<file path="config.mk">
export PLATFORM = sky130hd
export DESIGN_NAME = dbpm_back
export DESIGN_NICKNAME = d
export VERILOG_FILES = /design/src/rtl/core/dbpm_pkg.sv /design/src/rtl/core/dbpm_back.sv
export SDC_FILE = /design/constraint.sdc
export NUM_CORES = 1
export LEC_CHECK = 0
export BUFFER_PORTS_ARGS = -buffer_cell sky130_fd_sc_hd__buf_2
export CAP_MARGIN = 20
export CORE_MARGIN = 5
export CORE_UTILIZATION = 43
export CTS_CLUSTER_SIZE = 10
export DETAILED_ROUTE_END_ITERATION = 12
export GPL_TIMING_DRIVEN = 0
export MAX_ROUTING_LAYER = met4
export PLACE_DENSITY = 0.77
export SLEW_MARGIN = 20
export SYNTH_ARGS = -nofsm -noshare
export SYNTH_HDL_FRONTEND = slang
export SYNTH_SLANG_ARGS = --single-unit
</file>
<file path="constraint.sdc">
create_clock -name clk_i -period 1.6 [get_ports clk_i]
set_input_delay 0.48 -clock clk_i [delete_from_list [all_inputs] [get_ports clk_i]]
set_output_delay 0.48 -clock clk_i [all_outputs]
set_load 0.05 [all_outputs]
</file>
<file path="src/rtl/core/dbpm_pkg.sv">
// package of the dot-bracket pair matcher: codes, constants and the queue entry type
// depends on nothing
package dbpm_pkg;

  localparam int unsigned POS_W = 10;
  localparam int unsigned EXP_W = 11;
  localparam int unsigned DATA_W = 32;
  localparam int unsigned ADDR_W = 3;

  localparam logic [7:0] SYM_OPEN = 8'd40;
  localparam logic [7:0] SYM_CLOSE = 8'd41;

  localparam logic [0:0] REG_EXPECTED_LENGTH = 1'b0;

  typedef enum logic [1:0] {
    KIND_UNPAIRED = 2'd0,
    KIND_PAIR     = 2'd1,
    KIND_STATUS   = 2'd2
  } kind_e;

  typedef enum logic [2:0] {
    ST_OK              = 3'd0,
    ST_UNMATCHED_CLOSE = 3'd1,
    ST_UNCLOSED_OPEN   = 3'd2,
    ST_LEN_MISMATCH    = 3'd3,
    ST_TOO_LONG        = 3'd4
  } status_e;

  // one accepted character as the back end needs it
  typedef struct packed {
    logic             has_char;
    logic             pair;
    logic [POS_W-1:0] position;
    logic [POS_W-1:0] partner;
    logic             has_status;
    status_e          status;
  } dbpm_entry_t;

endpackage

</file>
<file path="src/rtl/core/dbpm_back.sv">
// back end: expands queue entries into result beats held in an output register
// depends on dbpm_pkg
module dbpm_back (
  input  logic                          clk_i,
  input  logic                          rst_ni,
  input  logic                          head_valid_i,
  input  dbpm_pkg::dbpm_entry_t         head_i,
  output logic                          head_pop_o,
  output logic                          empty_o,
  input  logic                          pop_i,
  output dbpm_pkg::kind_e               kind_o,
  output logic [dbpm_pkg::POS_W-1:0]    position_o,
  output logic [dbpm_pkg::POS_W-1:0]    partner_o,
  output dbpm_pkg::status_e             status_o,
  output logic                          last_result_o
);
  import dbpm_pkg::*;

  logic             out_valid_q, out_valid_d;
  logic             char_done_q, char_done_d;
  kind_e            kind_q, kind_d;
  logic [POS_W-1:0] pos_q, pos_d;
  logic [POS_W-1:0] partner_q, partner_d;
  status_e          status_q, status_d;
  logic             last_q, last_d;
  logic             load, emit, emit_char;

  assign load      = !out_valid_q || pop_i;
  assign emit      = load && head_valid_i;
  assign emit_char = head_i.has_char && !char_done_q;

  always_comb begin
    if (emit_char) begin
      kind_d    = head_i.pair ? KIND_PAIR : KIND_UNPAIRED;
      pos_d     = head_i.position;
      partner_d = head_i.partner;
      status_d  = ST_OK;
      last_d    = 1'b0;
    end else begin
      kind_d    = KIND_STATUS;
      pos_d     = '0;
      partner_d = '0;
      status_d  = head_i.status;
      last_d    = 1'b1;
    end
    head_pop_o  = emit && !(emit_char && head_i.has_status);
    char_done_d = emit ? (emit_char && head_i.has_status) : char_done_q;
    out_valid_d = emit ? 1'b1 : (load ? 1'b0 : out_valid_q);
  end

  always_ff @(posedge clk_i or negedge rst_ni) begin
    if (!rst_ni) begin
      out_valid_q <= 1'b0;
      char_done_q <= 1'b0;
    end else begin
      out_valid_q <= out_valid_d;
      char_done_q <= char_done_d;
    end
  end

  always_ff @(posedge clk_i) begin
    if (emit) begin
      kind_q    <= kind_d;
      pos_q     <= pos_d;
      partner_q <= partner_d;
      status_q  <= status_d;
      last_q    <= last_d;
    end
  end

  assign empty_o       = !out_valid_q;
  assign kind_o        = kind_q;
  assign position_o    = pos_q;
  assign partner_o     = partner_q;
  assign status_o      = status_q;
  assign last_result_o = last_q;

endmodule

</file>
Yosys cells after proc, flatten, opt, wreduce, memory -nomap -nowiden
Cells that the tools add are included.
{ "word_totals": {"register_bits": 28, "inputBits": 30, "out_inout_bits": 28} }
{ "classes": {"mux": 4, "reduce_logical": 9} }
{ "op_table": {"columns": ["cell", "n"], "rows": [
  ["$logic_and A1 B1 Y1", 4],
  ["$mux W1", 4],
  ["$logic_not A1 Y1", 3],
  ["$reduce_bool A2 Y1", 1],
  ["$logic_or A1 B1 Y1", 1]
]} }

Logic depth before layout (Yosys ltp)
{ "logic_depth": {"ltp_word": 5, "depth_mapped": 3, "depth_no_buf": 3} }

Worst setup path after synthesis
No wires, ideal clock.
{ "synth_path": {"path_kind": "input to output", "startpoint": "input port head_i[25] (netlist name)", "endpoint": "output port head_pop_o", "arrival_time_ns": 1.520, "setup_slack_ns": -0.400, "cell_stages": 3, "cell_sequence": "nor2b_4 -> buf_6 -> a21oi_1"} }
{ "synth_via": {"elab_chain_len": 4} }
{ "synth_rtl": {"columns": ["element", "line", "text"], "rows": [
  ["start, declared", "dbpm_back.sv:7", "input dbpm_pkg::dbpm_entry_t head_i,"],
  ["$logic_and A1 B1 Y1", "dbpm_back.sv:30", "assign emit_char = head_i.has_char && !char_done_q;"],
  ["$logic_and A1 B1 Y1", "dbpm_back.sv:46", "head_pop_o = emit && !(emit_char && head_i.has_status);"],
  ["$logic_not A1 Y1", "dbpm_back.sv:46", null],
  ["$logic_and A1 B1 Y1", "dbpm_back.sv:46", null],
  ["end, declared", "dbpm_back.sv:8", "output logic head_pop_o,"]
]} }
Every way passes these cells.

Worst setup path after layout
{ "layout_path": {"startpoint": "register out_valid_q", "endpoint": "output port head_pop_o"} }
{ "layout_via": {"elab_chain_len": 4} }
{ "layout_rtl": {"columns": ["element", "line", "text"], "rows": [
  ["start, declared", "dbpm_back.sv:19", "logic out_valid_q, out_valid_d;"],
  ["start signal, assigned", "dbpm_back.sv:56", "out_valid_q <= out_valid_d;"],
  ["$logic_not A1 Y1", "dbpm_back.sv:28", "assign load = !out_valid_q || pop_i;"],
  ["$logic_or A1 B1 Y1", "dbpm_back.sv:28", null],
  ["$logic_and A1 B1 Y1", "dbpm_back.sv:29", "assign emit = load && head_valid_i;"],
  ["$logic_and A1 B1 Y1", "dbpm_back.sv:46", null]
]} }
Every way passes these cells.

==> results.txt <==
----------------------------------------------------
[CTS]
  Buffer levels on the longest clock path ... 2
  Depth of the CTS H-tree ... 1
  Clock-pin slew reported for the worst setup and hold paths after clock tree synthesis ... 0.14 ns
  Sinks on Clock Net ... 28
  Clock buffer count from CTS ... 3
  TritonCTS clock tree ... done
  Clock latency reported for the late side of the worst-skew pair ... 0.31 ns
  Root buffer cell ... sky130_fd_sc_hd__clkbuf_4

[Synthesis]
  Dominant synthesized flop cell ... sky130_fd_sc_hd__edfxtp_1
  Fraction of the yosys area taken by sequential cells ... 77.1%
  Most frequent cells after synthesis ... 26 x sky130_fd_sc_hd__edfxtp_1, 18 x sky130_fd_sc_hd__and2_1, 3 x sky130_fd_sc_hd__and2_2, 3 x sky130_fd_sc_hd__and2b_2, 3 x sky130_fd_sc_hd__inv_1
  Cell area after technology mapping ... 1080 sq um
  Leading cell types by total area after synthesis ... sky130_fd_sc_hd__edfxtp_1 72%, sky130_fd_sc_hd__and2_1 10%, sky130_fd_sc_hd__dfrtp_1 4.6%
  Count of state elements after synthesis ... 28
  Post-synthesis cell type with the largest combined area ... sky130_fd_sc_hd__edfxtp_1
  Cell variety after synth ... 13
  Share of flip-flops with an asynchronous set or reset after synthesis ... 7.14%
  Mean Syn Cell Area ... 16.8 sq um
  Total nets after synthesis ... 94
  Most repeated cell in the gate-level netlist after synthesis ... sky130_fd_sc_hd__edfxtp_1
  Number of enable flip-flop cells after synthesis ... 26
  Top-area cell type share of the netlist area ... 72.5%
  Count of mapped cells out of synthesis ... 64
  Count of warnings emitted by yosys ... 0

[Final layout]
  Post-Route Utilization ... 62.7%
  Number of antenna diodes ... 0
  Post-synthesis to final-layout area growth ... 41.6%
  Final nets ... 164
  Share of post-route cells with drive strength above 1 ... 60.9%
  Final-layout fill cell count ... 196
  Register cell area after layout ... 831 sq um
  Total area of multi-input combinational cells ... 226 sq um
  Post-route non-filler standard cell count ... 163

[STA]
  Final Slew Violations ... 0
  Final Hold Vio Count ... 0
  Final TNS setup ... -0.0761 ns
  Highest Clock Rate ... 597 MHz
  Total setup violations reported at the end of the flow ... 1
  Post-route clock period utilization ... 105%
  Hold Slack ... 0.405 ns
  Worst Skew ... 0.00186 ns
  Shortest period the worst path allows ... 1.68 ns
  Worst Setup Slack, final ... -0.0761 ns
  Unrepaired setup endpoints after global routing ... yes
  Worst-Margin Slew ... 0.283 ns
  Slew margin rel. ... 81.1%

[Critical path]
  Kind of end point of the critical path ... output port
  Maximum fanout encountered on the critical timing path ... 2
  Critical-path cell with the highest stage delay ... sky130_fd_sc_hd__dfrtp_1
  Crit path depth ... 4
  Sequence of cells on the critical path ... nand2b_1 -> nand2_2 -> a21oi_4 -> buf_6
  Family with the most delay on the worst path ... flip-flops
  Worst Reg2Reg Path Length in Cells ... 4
  Class of the most critical setup path ... reg -> out
  WP data required ... 1.12 ns
  Sum of buffers and inverters on the critical path ... 1
  Critical Path Max Stage Delay ... 0.42 ns
  Critical Path Start Type ... register
  Critical path arrival ... 1.20 ns

[Die]
  Core area ... 2430 sq um
  Total die area ... 3610 sq um
  Effective utilization at floorplan ... 44.3%
  Number of I/O pins ... 58
  Cell row count ... 18
  Die outline height ... 60.1 microns
  Die X ... 60.1 microns

[Routing]
  Met1 routed wirelength after detailed routing ... 847 microns
  Drt via density ... 4.55
  Antenna Nets Post-Route ... 0
  DR WL met2 ... 1.11 mm
  WL met3 ... 193 microns
  First-pass detailed-route iteration total ... 2
  Number of vias in the routed layout ... 741
  Starting DRT DRC Count ... 7
  Routed wire length ... 2.17 mm
  Detailed-route DRC error count ... 0
  Routed WL per cell ... 13.3 microns
  Highest routed metal layer ... met4

[GRT]
  GRT Overall Usage ... 13.1%
  Number of antenna violations at the first check in global routing ... 0
  Vias in the first global route ... 760
  Maximum number of pins on one net before global-route repair ... 27
  Gr ovfl total ... 0
  Global-route wire length before repair ... 3.27 mm

[Pwr]
  Total power per unit cell area ... 1030 nW/um^2
  Maximum vdd ir drop ... 0.606 mV
  Static Leak ... 0.694 nW

[Hold path]
  Type of the worst min-delay path ... in -> reg
  Worst hold path stage count ... 2

[Run status]
  Violations in the final reports ... setup timing
  Result of the run ... finished with violations

[Place]
  Placed Cells ... 151
  Weighted congestion reported at the end of routability-driven placement ... 0.659
  IO Port Bufs ... 57

[Run]
  Number of max-capacitance violations reported ... 0

----------------------------------------------------
==> timing repair <==
item                                    CTS  global route
buffers inserted                          5             2
gates cloned                              0             1
pin swaps                                 2             1
hold buffers                              1             0
hold endpoints to repair                  2             0
gates resized for setup                   4             5
endpoints found under the setup margin   27            27
==> routing by layer <==
| metal | up-vias | global-route usage, % |
|---|---|---|
| met1 | 348 | 15.9 |
| met2 | 35 | 20.4 |
| met5 | - | - |
| met4 | 0 | 6.65 |
| li1 | 356 | - |
| met3 | 2 | 3.02 |
==> report_power, final <==
part / internal [W] / switching [W] / leakage (nW)
clock network: 0.000139 / 0.000193 / 0.0210
logic: 0.000119 / 0.000248 / 0.394
registers: 0.000861 / 0.0000129 / 0.278
total: 0.00112 / 0.000454 / 0.694
==> registers in the layout (all words and copies together), names as in the netlist <==
register       cells
position_o        10
last_result_o      1
out_valid_q        1
kind_o             2
char_done_q        1
status_o           3
partner_o         10
==> through the flow <==
stage	setup slack (ns)	total power, W	cell area, sq um
final	-0.0761	0.00157	1530
after global routing	-0.161	0.00165	1530
after CTS	-0.0789	0.00158	1510
after detailed placement	-0.348	0.00123	1410
after global placement	-0.280	0.00122	1410
after floorplan	-0.0280	0.00114	1090
==> worst paths after layout <==
kind	slack [ns]	endpoint	start
worst max-delay path	-0.08	head_pop_o	out_valid_q
worst min-delay path	0.41	out_valid_q	head_valid_i
worst max register to register	0.30	position_o[3]	out_valid_q
worst min register to register	0.66	char_done_q	char_done_q
max in group asynchronous	1.04	char_done_q	rst_ni
min in group asynchronous	0.46	out_valid_q	rst_ni
==> kinds of logic after synthesis <==
kind of cell / count (synthesis) / synth area share (%)
compound gates: 2 / 1.16
flops: 28 / 77.1
simple gates: 29 / 18.6
buf+inv: 5 / 3.14
==> cell type report <==
type	count	area share [%]
Sequential cell	28	54.5
Timing Repair Buffer	65	23.6
Multi-Input combinational cell	31	14.8
Tap cell	30	2.46
Clock buffer	4	2.38
Inverter	3	0.984
Buffer	1	0.738
Timing Repair inverter	1	0.492
==> cells in the final DEF, fill, tap and decap left out, types with 2 or more instances in the layout <==
master                       instances
sky130_fd_sc_hd__and2b_2             3
sky130_fd_sc_hd__edfxtp_1           26
sky130_fd_sc_hd__clkbuf_4            3
sky130_fd_sc_hd__nand2b_1            2
sky130_fd_sc_hd__buf_6               3
sky130_fd_sc_hd__buf_2              55
sky130_fd_sc_hd__clkinvlp_4          2
sky130_fd_sc_hd__and2_2              3
sky130_fd_sc_hd__buf_4               7
sky130_fd_sc_hd__dfrtp_1             2
sky130_fd_sc_hd__and2_1             18
Note: power is estimated with default switching activity, not from simulation.
