### config.mk
export PLATFORM = sky130hd
export DESIGN_NAME = dbpm_fifo
export DESIGN_NICKNAME = d
export VERILOG_FILES = /design/src/rtl/core/dbpm_pkg.sv /design/src/rtl/core/dbpm_fifo.sv
export SDC_FILE = /design/constraint.sdc
export NUM_CORES = 1
export LEC_CHECK = 0
export BUFFER_PORTS_ARGS = -buffer_cell sky130_fd_sc_hd__buf_4
export CAP_MARGIN = 0
export CORE_MARGIN = 2
export CORE_UTILIZATION = 34
export CTS_CLUSTER_DIAMETER = 120
export DETAILED_ROUTE_END_ITERATION = 10
export GPL_TIMING_DRIVEN = 0
export HOLD_SLACK_MARGIN = 0.02
export PLACE_DENSITY = 0.53
export SYNTH_ARGS = -nofsm -noshare
export SYNTH_HDL_FRONTEND = slang
export SYNTH_SLANG_ARGS = --single-unit
### constraint.sdc
create_clock -name clk_i -period 2.4 [get_ports clk_i]
set_input_delay 0.12 -clock clk_i [delete_from_list [all_inputs] [get_ports clk_i]]
set_output_delay 0.12 -clock clk_i [all_outputs]
set_load 0.005 [all_outputs]
### src/rtl/core/dbpm_pkg.sv
// package of the dot-bracket pair matcher: codes, constants and the queue entry type
// depends on nothing
package dbpm_pkg;

  localparam int unsigned POS_W = 10;
  localparam int unsigned EXP_W = 11;
  localparam int unsigned DATA_W = 32;
  localparam int unsigned ADDR_W = 3;

  localparam logic [7:0] SYM_OPEN = 8'd40;
  localparam logic [7:0] SYM_CLOSE = 8'd41;

  localparam logic [0:0] REG_EXPECTED_LENGTH = 1'b0;

  typedef enum logic [1:0] {
    KIND_UNPAIRED = 2'd0,
    KIND_PAIR     = 2'd1,
    KIND_STATUS   = 2'd2
  } kind_e;

  typedef enum logic [2:0] {
    ST_OK              = 3'd0,
    ST_UNMATCHED_CLOSE = 3'd1,
    ST_UNCLOSED_OPEN   = 3'd2,
    ST_LEN_MISMATCH    = 3'd3,
    ST_TOO_LONG        = 3'd4
  } status_e;

  // one accepted character as the back end needs it
  typedef struct packed {
    logic             has_char;
    logic             pair;
    logic [POS_W-1:0] position;
    logic [POS_W-1:0] partner;
    logic             has_status;
    status_e          status;
  } dbpm_entry_t;

endpackage

### src/rtl/core/dbpm_fifo.sv
// small queue between front end and back end
// depends on dbpm_pkg
module dbpm_fifo #(
  parameter int unsigned DEPTH = 4,
  parameter int unsigned CNT_W = 3
) (
  input  logic                  clk_i,
  input  logic                  rst_ni,
  input  logic                  push_i,
  input  dbpm_pkg::dbpm_entry_t entry_i,
  input  logic                  pop_i,
  output logic                  valid_o,
  output dbpm_pkg::dbpm_entry_t head_o,
  output logic [CNT_W-1:0]      count_o
);
  import dbpm_pkg::*;

  localparam int unsigned PTR_W = (DEPTH > 1) ? $clog2(DEPTH) : 1;

  dbpm_entry_t      mem_q [DEPTH];
  logic [PTR_W-1:0] wr_ptr_q, wr_ptr_d;
  logic [PTR_W-1:0] rd_ptr_q, rd_ptr_d;
  logic [CNT_W-1:0] count_q, count_d;
  logic             do_pop;

  assign do_pop = pop_i && (count_q != '0);

  always_comb begin
    wr_ptr_d = wr_ptr_q;
    rd_ptr_d = rd_ptr_q;
    count_d  = count_q;
    if (push_i) begin
      wr_ptr_d = (wr_ptr_q == PTR_W'(DEPTH - 1)) ? '0 : wr_ptr_q + 1'b1;
    end
    if (do_pop) begin
      rd_ptr_d = (rd_ptr_q == PTR_W'(DEPTH - 1)) ? '0 : rd_ptr_q + 1'b1;
    end
    case ({push_i, do_pop})
      2'b10:   count_d = count_q + 1'b1;
      2'b01:   count_d = count_q - 1'b1;
      default: count_d = count_q;
    endcase
  end

  always_ff @(posedge clk_i or negedge rst_ni) begin
    if (!rst_ni) begin
      wr_ptr_q <= '0;
      rd_ptr_q <= '0;
      count_q  <= '0;
    end else begin
      wr_ptr_q <= wr_ptr_d;
      rd_ptr_q <= rd_ptr_d;
      count_q  <= count_d;
    end
  end

  always_ff @(posedge clk_i) begin
    if (push_i) begin
      mem_q[wr_ptr_q] <= entry_i;
    end
  end

  assign valid_o = (count_q != '0);
  assign head_o  = mem_q[rd_ptr_q];
  assign count_o = count_q;

endmodule

# After elaboration in Yosys (flattened, before gate mapping)
# Memories as Yosys holds them, arrays and structs flattened.
# Index checks and enable logic that the tools add are counted.
[word_totals]
reg_bits = 7
latchBits = 0
ramBits = 104
rom_bits = 0
in_bits = 30
out_inout_bits = 30
wordCells = 20
mem_count = 1
[classes]
add_sub_neg = 4
mul = 0
div = 0
magnitude_cmp = 0
n_eq_ne = 4
shifts = 0
mux = 5
bitwise_logic = 0
n_reduce_logical = 3
[mem_list]
columns = ["memory", "depth", "word_bits", "rd", "rd_ports_with_merged_regs", "wr", "line", "text"]
rows = [
  ["mem_q", 4, 26, 1, 0, 1, "dbpm_fifo.sv:20", "dbpm_entry_t mem_q [DEPTH];"],
]
[op_table]
columns = ["cell", "n"]
rows = [
  ["equality test 2 bit (second input constant)", 3],
  ["case mux 3 bit (2 select lines)", 1],
  ["adder 2 x 1 -> 2 bit (second input constant)", 2],
  ["2-to-1 mux 2 bit", 2],
  ["adder 3 x 1 -> 3 bit (second input constant)", 1],
  ["nonzero test 3 bit", 1],
  ["subtractor 3 x 1 -> 3 bit (second input constant)", 1],
  ["equality test 2 x 1 -> 1 bit (second input constant)", 1],
  ["2-to-1 mux 1 bit", 2],
  ["nonzero test 2 bit", 1],
  ["logical AND 1 bit", 1],
]

# Logic depth before layout (Yosys ltp)
# Gate-level depths: netlist of run 1.
[logic_depth]
word_depth = 4
mapped_depth = 9
depth_no_buf = 9

# Worst setup path after synthesis of run 1
# Ideal clock, no wire load.
[synth_path]
kind = "flip-flop to flip-flop"
startpoint = "reg count_q[0], in the netlist count_o[0]"
endpoint = "reg count_q[2], in the netlist count_o[2]"
setup_ns = 0.125
arrival_ns = 1.697
required_ns = 2.275
path_slack_ns = 0.578
stages_incl_launch_ff = 10
n_path_buf = 0
synth_period_minus_slack_ns = 1.822
cell_sequence = "dfrtp_1 or3_4 nand2_1 inv_1 ha_1 inv_1 fa_1 xor2_1 nor2_1 xor2_1"
[synth_between]
elab_chain_len = 4
elab_cells_between_ends = 8
cone_classes = "add/sub (2); eq/ne (2); mux (1); reduce/logical (3)"
[synth_rtl]
columns = ["element", "line", "text"]
rows = [
  ["start, declared", "dbpm_fifo.sv:23", "logic [CNT_W-1:0] count_q, count_d;"],
  ["start signal, assigned", "dbpm_fifo.sv:53", "count_q <= count_d;"],
  ["nonzero test 3 bit (*)", "-", ""],
  ["named net valid_o", "dbpm_fifo.sv:12", "output logic valid_o,"],
  ["logical AND 1 bit (*)", "dbpm_fifo.sv:26", "assign do_pop = pop_i && (count_q != '0);"],
  ["named net do_pop", "dbpm_fifo.sv:24", "logic do_pop;"],
  ["equality test 2 x 1 -> 1 bit / equality test 2 bit (equally long branches)", "dbpm_fifo.sv:38", "case ({push_i, do_pop})"],
  ["case mux 3 bit (2 select lines) / nonzero test 2 bit (equally long branches)", "-", ""],
]
# The timed path passes the listed nets; every way through them passes the cells marked *.
# A chain may end at the register's enable or synchronous reset.

# Final worst setup path of run 1
[layout_path]
startpoint = "reg count_q[0], in the netlist count_o[0]"
endpoint = "reg count_q[2], in the netlist count_o[2]"
[layout_between]
elab_chain_len = 4
elab_cells_between_ends = 8
cone_classes = "add/sub (2); eq/ne (2); mux (1); reduce/logical (3)"
[layout_rtl]
columns = ["element", "line"]
rows = [
  ["nonzero test 3 bit (*)", "dbpm_fifo.sv:26"],
  ["logical AND 1 bit (*)", "dbpm_fifo.sv:26"],
  ["named net do_pop", "dbpm_fifo.sv:24"],
  ["equality test 2 x 1 -> 1 bit / equality test 2 bit (equally long branches)", "dbpm_fifo.sv:38"],
  ["case mux 3 bit (2 select lines) / nonzero test 2 bit (equally long branches)", "-"],
]
# Marks and branches as above.

==> results.json, run 1 <==
{
  "finalSetupTns_ns": 0,
  "drcViolationCount": 0,
  "peakVddDrop_mv": 0.448,
  "yosys.area.top_type_share_pct": 73.9,
  "p_sw_share_pct": 27.2,
  "grt_overflow": 0,
  "yosysWarnings": 0,
  "p_comb_share_pct": 31.8,
  "period_minus_slack_ns": 1.94,
  "insertedDiodeCount": 0,
  "setup_viol": 0,
  "ys_types": 20,
  "cts_tree": "yes",
  "rows": 40,
  "cts_buffers": 9,
  "routed_wl_mm": 7.29,
  "syn_area_per_cell_um2": 24.2,
  "grt_pass1_wl_mm": 11.2,
  "grt_pass1_vias": 2016,
  "clkTransAtPathRegs_ns": 0.07,
  "start_util_pct": 35.1,
  "viasPerCell": 4.40,
  "fillers": 1028,
  "critical_path_class": "reg -> reg",
  "skew_ns": 0.00736,
  "io_buffers": 59,
  "gp_congestion": 0.631,
  "drt_iter0_drc": 110,
  "r2r_setup_slack_ns": 0.46,
  "ys_seq_elements": 111,
  "hp-class": "in -> async",
  "ant_nets": 0,
  "final_common_cell": "edfxtp_1",
  "power_density_nw_per_um2": 1070,
  "worstPathMaxFanout": 4,
  "clock_latency_ns": 0.34,
  "nets": 310,
  "grt_max_degree": 27,
  "p_int_mw": 4.26,
  "cts.repair.resized": 0,
  "status": "completed",
  "final_cell_mix": "edfxtp_1, buf_4, dlygate4sd3_1",
  "critPathArrivalTime_ns": 2.16,
  "fmaxAchievable_ghz": 0.516,
  "core_um2": 12100,
  "switching_power_mw": 1.59,
  "num_vias": 1964,
  "drtPass1Iterations": 4,
  "drv_cap": 0,
  "num_io_pins": 60,
  "fin_crit_sh_pct": 80.7,
  "cts.htree.levels": 3,
  "synth.area.top_cells": "edfxtp_1, mux4_2, mux4_1, dfrtp_1, ha_1",
  "syn2layout_area_growth_pct": 28.8,
  "die_x_um": 116,
  "power_mw": 5.85,
  "clock_path_buffers": 2,
  "die_area_um2": 13300,
  "worst_slew_pin_slew_ns": 0.783,
  "grt_usage_pct": 11.7,
  "yosysSeqAreaShare_pct": 78.0,
  "post-place-ws_ns": 0.469,
  "drive_gt1_share_pct": 38.1,
  "synthCells": 175,
  "routedWlPerCell_um": 16.3,
  "cts.sinks": 111,
  "end_kind": "flop",
  "seqPwrFrac_pct": 44.3,
  "p_leak_nw": 1.95,
  "worstRegToRegCells": 9,
  "cts_setup_buffers": 0,
  "yosys.area.top_type": "edfxtp_1",
  "worstPathRequired_ns": 2.63,
  "p_clk_share_pct": 23.8,
  "rsz0062_at_grt": "false",
  "hold_viol_final": 0,
  "root_buffer": "clkbuf_16",
  "syn-num-nets": 212,
  "antenna_found_initial": 0,
  "hpwl_mm": 4.37,
  "die_h_um": 116,
  "drv_slew": 0,
  "syn-cell-area_um2": 4230,
  "layout_setup_ws_ns": 0.463,
  "start_kind": "flop",
  "slew_headroom_pct": 47.8,
  "postCtsHoldBufs": 28
}
-- worst paths after layout --
path,end,start
hold reg to reg,count_o[2],count_o[2]
setup reg to reg,count_o[2],count_o[0]
setup / recovery,count_o[2],count_o[0]
max in group asynchronous,rd_ptr_q[0],rst_ni
min in group clk_i,rd_ptr_q[0],pop_i
hold / removal,count_o[2],rst_ni
-- power by group through the flow --
stage	combinational [mW]	clock [mW]	sequential, mW
detailed placement	1.90	0	2.64
finish	1.86	1.39	2.60
CTS	1.94	1.44	2.60
global placement	1.88	0	2.64
floorplan	1.08	0	2.62
global route	2.06	1.51	2.63
-- synth_stat cells --
master,count
and2_1,4
nor2_1,2
ha_1,6
buf_2,3
o21ai_0,2
inv_1,7
xor2_1,2
xnor2_1,1
or3_4,1
edfxtp_1,104
buf_12,2
dfrtp_1,7
buf_6,1
mux4_1,8
fa_1,1
mux2_2,2
mux4_2,18
or3_1,1
mux2i_1,1
nand2_1,2
-- through the flow --
step | util (%) | cell area, um2 | std cells | hold WS (ns)
finish | 45.2 | 5450 | 446 | 0.118
global route | 45.2 | 5450 | 446 | 0.121
CTS | 45.2 | 5450 | 446 | 0.103
detailed placement | 40.5 | 4890 | 402 | -0.0582
global placement | 40.5 | 4880 | 402 | -0.0585
floorplan | - | 4230 | 175 | -0.176
-- flip-flops by register name, indices dropped and copies added, names as in the netlist --
name      flops
mem_q       104
rd_ptr_q      2
count_o       3
wr_ptr_q      2
-- metal layers --
metal	routed length (um)	GRT usage, %	part of all wire [%]
met3	306	3.45	4.2
met4	78	4.10	1.1
met1	3290	15.5	45
met5	0	0	0
met2	3620	18.7	50
-- critical path, stage by stage (launching register included) --
cell	delay, ns
dfrtp_1	0.43
or3_4	0.40
nand2_1	0.14
inv_1	0.06
ha_1	0.20
inv_1	0.07
fa_1	0.17
xor2_1	0.15
nor2_1	0.07
xor2_1	0.14
-- layout make-up --
type | instances | area (um2) | area share [%]
Timing Repair Buffer | 87 | 723 | 13.3
Multi-Input combinational cell | 51 | 842 | 15.5
Clock inverter | 7 | 55.1 | 1.01
Clock buffer | 9 | 225 | 4.14
Tap cell | 168 | 210 | 3.86
Sequential cell | 111 | 3300 | 60.6
Buffer | 6 | 66.3 | 1.22
Inverter | 7 | 26.3 | 0.482
-- cells by family after synthesis --
logic type / Yosys count / share of synthesized area [%]
compound gates: 2 / 0.237
xor+xnor: 3 / 0.622
fa+ha+maj: 7 / 2.25
buf+inv: 13 / 2.19
flops: 111 / 78.0
mux: 29 / 15.3
simple gates: 10 / 1.36
Power figures use the tool's default switching activity.
==> inputs of run 2 (changes only) <==
==> constraint.sdc (replaced) <==
create_clock -name clk_i -period 1.8 [get_ports clk_i]
set_input_delay 0.09 -clock clk_i [delete_from_list [all_inputs] [get_ports clk_i]]
set_output_delay 0.09 -clock clk_i [all_outputs]
set_load 0.005 [all_outputs]
==> run 2 against run 1 <==
The run now ends with setup timing left. Wire length is 5.2% higher. First-iteration DRC count up 26%. Sequential share of layout area fell by 3.1 points. Clock power is 41% higher. Design area rose by 5.4%. Cell count up 2.9%. Hold slack got worse by 0.024 ns. Critical endpoint is now head_o[1]. Largest cell class unchanged. Largest power group unchanged.
==> results.json, run 2 (synthesized netlist as in run 1, its figures left out) <==
{
  "root_buffer": "clkbuf_16",
  "crit_buf_inv": 3,
  "max_stage_delay_ns": 0.52,
  "fin_util_pct": 47.6,
  "period_minus_slack_ns": 1.80,
  "hpwl_mm": 4.31,
  "drcViolationCount": 0,
  "core_um2": 12100,
  "rows": 40,
  "num_io_pins": 60,
  "slew_headroom_pct": 49.1,
  "die_area_um2": 13300,
  "start_kind": "flop",
  "grt_usage_pct": 11.5,
  "seqPwrFrac_pct": 40.1,
  "num_vias": 2036,
  "viasPerCell": 4.44,
  "switching_power_mw": 2.27,
  "skew_ns": 0.0104,
  "worst_slew_pin_slew_ns": 0.764,
  "worstPathMaxFanout": 6,
  "drive_gt1_share_pct": 44.0,
  "drtPass1Iterations": 4,
  "end_kind": "output pin",
  "drv_slew": 0,
  "rsz0062_at_grt": "true",
  "placed_area_um2": 4890,
  "p_clk_share_pct": 22.7,
  "status": "finished with violations",
  "syn2layout_area_growth_pct": 35.8,
  "worst_path_most_repeated_cell": "buf_12",
  "cpLargestDelayFamily": "multiplexers",
  "clock_latency_ns": 0.34,
  "critPathArrivalTime_ns": 1.71,
  "p_leak_nw": 2.07,
  "worstPathRequired_ns": 1.71,
  "cts.htree.levels": 3,
  "drt_iter0_drc": 139,
  "gp_congestion": 0.630,
  "nets": 324,
  "cp_cell_sequence": "buf_12 -> buf_12 -> mux4_2 -> buf_6",
  "slowest_stage": "mux4_2",
  "ant_nets": 0,
  "setup_viol": 3,
  "io_buffers": 59,
  "layout_setup_ws_ns": -0.00236,
  "die_h_um": 116,
  "hold_viol_final": 0,
  "hold_ws_ns": 0.0945,
  "cts.sinks": 111,
  "antenna_found_initial": 0,
  "grt_overflow": 0,
  "routedWlPerCell_um": 16.7,
  "grt_max_degree": 27,
  "die_x_um": 116,
  "fillers": 1047,
  "final_common_cell": "edfxtp_1",
  "largest_reg_flops": 104,
  "fmaxAchievable_ghz": 0.555,
  "fin_crit_sh_pct": 100,
  "p_comb_share_pct": 37.2,
  "peakVddDrop_mv": 0.752,
  "p_int_mw": 6.36,
  "grt_pass1_vias": 2110,
  "routed_wl_mm": 7.67,
  "hp-class": "in -> async",
  "regMostFlops": "mem_q",
  "finalSetupTns_ns": -0.00522,
  "violations": "setup timing",
  "p_sw_share_pct": 26.3,
  "power_density_nw_per_um2": 1500,
  "clock_path_buffers": 2,
  "fin_area_um2": 5740,
  "cts_tree": "yes",
  "drv_cap": 0,
  "final_cell_mix": "edfxtp_1, buf_4, dlygate4sd3_1",
  "clkTransAtPathRegs_ns": 0.07,
  "start_util_pct": 35.1,
  "insertedDiodeCount": 0,
  "critical_path_class": "reg -> out",
  "cts_buffers": 9,
  "grt_pass1_wl_mm": 11.1
}
==> run 2: changes by cell type in the layout (fill, tap and decap cells not counted), sizes merged <==
cell      delta
bufinv       +1
inv          -2
clkinv       +1
clkinvlp     -1
clkbuf       +4
buf         +10
==> run 2: power by group through the flow <==
stage | clock network [mW] | logic (mW) | registers, mW
CTS | 2.01 | 2.98 | 3.46
global route | 2.11 | 3.48 | 3.50
floorplan | 0 | 1.45 | 3.49
finish | 1.96 | 3.21 | 3.46
global placement | 0 | 2.50 | 3.52
detailed placement | 0 | 2.53 | 3.52
==> run 2: final cells by class <==
cell class | instances | area [um2] | share of cell area [%]
flip-flops and latches | 111 | 3300 | 57.5
repair buffers | 101 | 968 | 16.9
multi-input cells | 51 | 853 | 14.9
clock buffers | 9 | 225 | 3.92
well taps | 168 | 210 | 3.66
plain buffers | 6 | 86.3 | 1.50
clock inverters | 6 | 71.3 | 1.24
inverters | 7 | 26.3 | 0.458
==> run 2: through the flow <==
stage | cells | power (mW) | setup WS, ns
after floorplan | 175 | 4.93 | 0.000623
after CTS | 452 | 8.44 | -0.0292
after global placement | 402 | 6.01 | -0.426
after global routing | 459 | 9.09 | -0.0637
after detailed placement | 402 | 6.05 | -0.118
final | 459 | 8.63 | -0.00236
==> run 2: layer usage <==
layer  global-route usage, %  wire length [um]  vias to the layer above
met2                    19.7              3850                       52
met5                       0                 0                        -
met1                    14.3              3390                     1030
met4                    3.61                72                        0
met3                    3.24               355                        7
li1                        -                 -                      947
==> run 2: worst paths after layout <==
path                                to  slack [ns]  depth (start not counted)         from
min                         count_o[1]        0.09                          2       rst_ni
max reg2reg                 count_o[2]        0.04                          9   count_o[0]
max                          head_o[1]      -0.002                          4  rd_ptr_q[0]
min reg2reg                 count_o[2]        0.56                          2   count_o[2]
min in group clk_i          count_o[0]        0.20                          5        pop_i
max in group asynchronous  rd_ptr_q[0]        1.56                          2       rst_ni
==> run 2: worst reg2reg max path: cells and delay by family, from the launching register on <==
kind / cells / cell delay [ns]
AND/OR/NAND/NOR: 3 / 0.56
buffers and inverters: 2 / 0.09
flip-flops: 1 / 0.39
XOR/XNOR: 2 / 0.28
adder cells (fa/ha/maj): 2 / 0.33
==> run 2: what timing repair did <==
item,4_1_cts,5_1_grt
hold buffers,28,0
hold endpoints to repair,113,0
pin swaps,2,4
resized for setup,25,15
cloned,0,3
buffers inserted,7,4
endpoints found under the setup margin,21,84
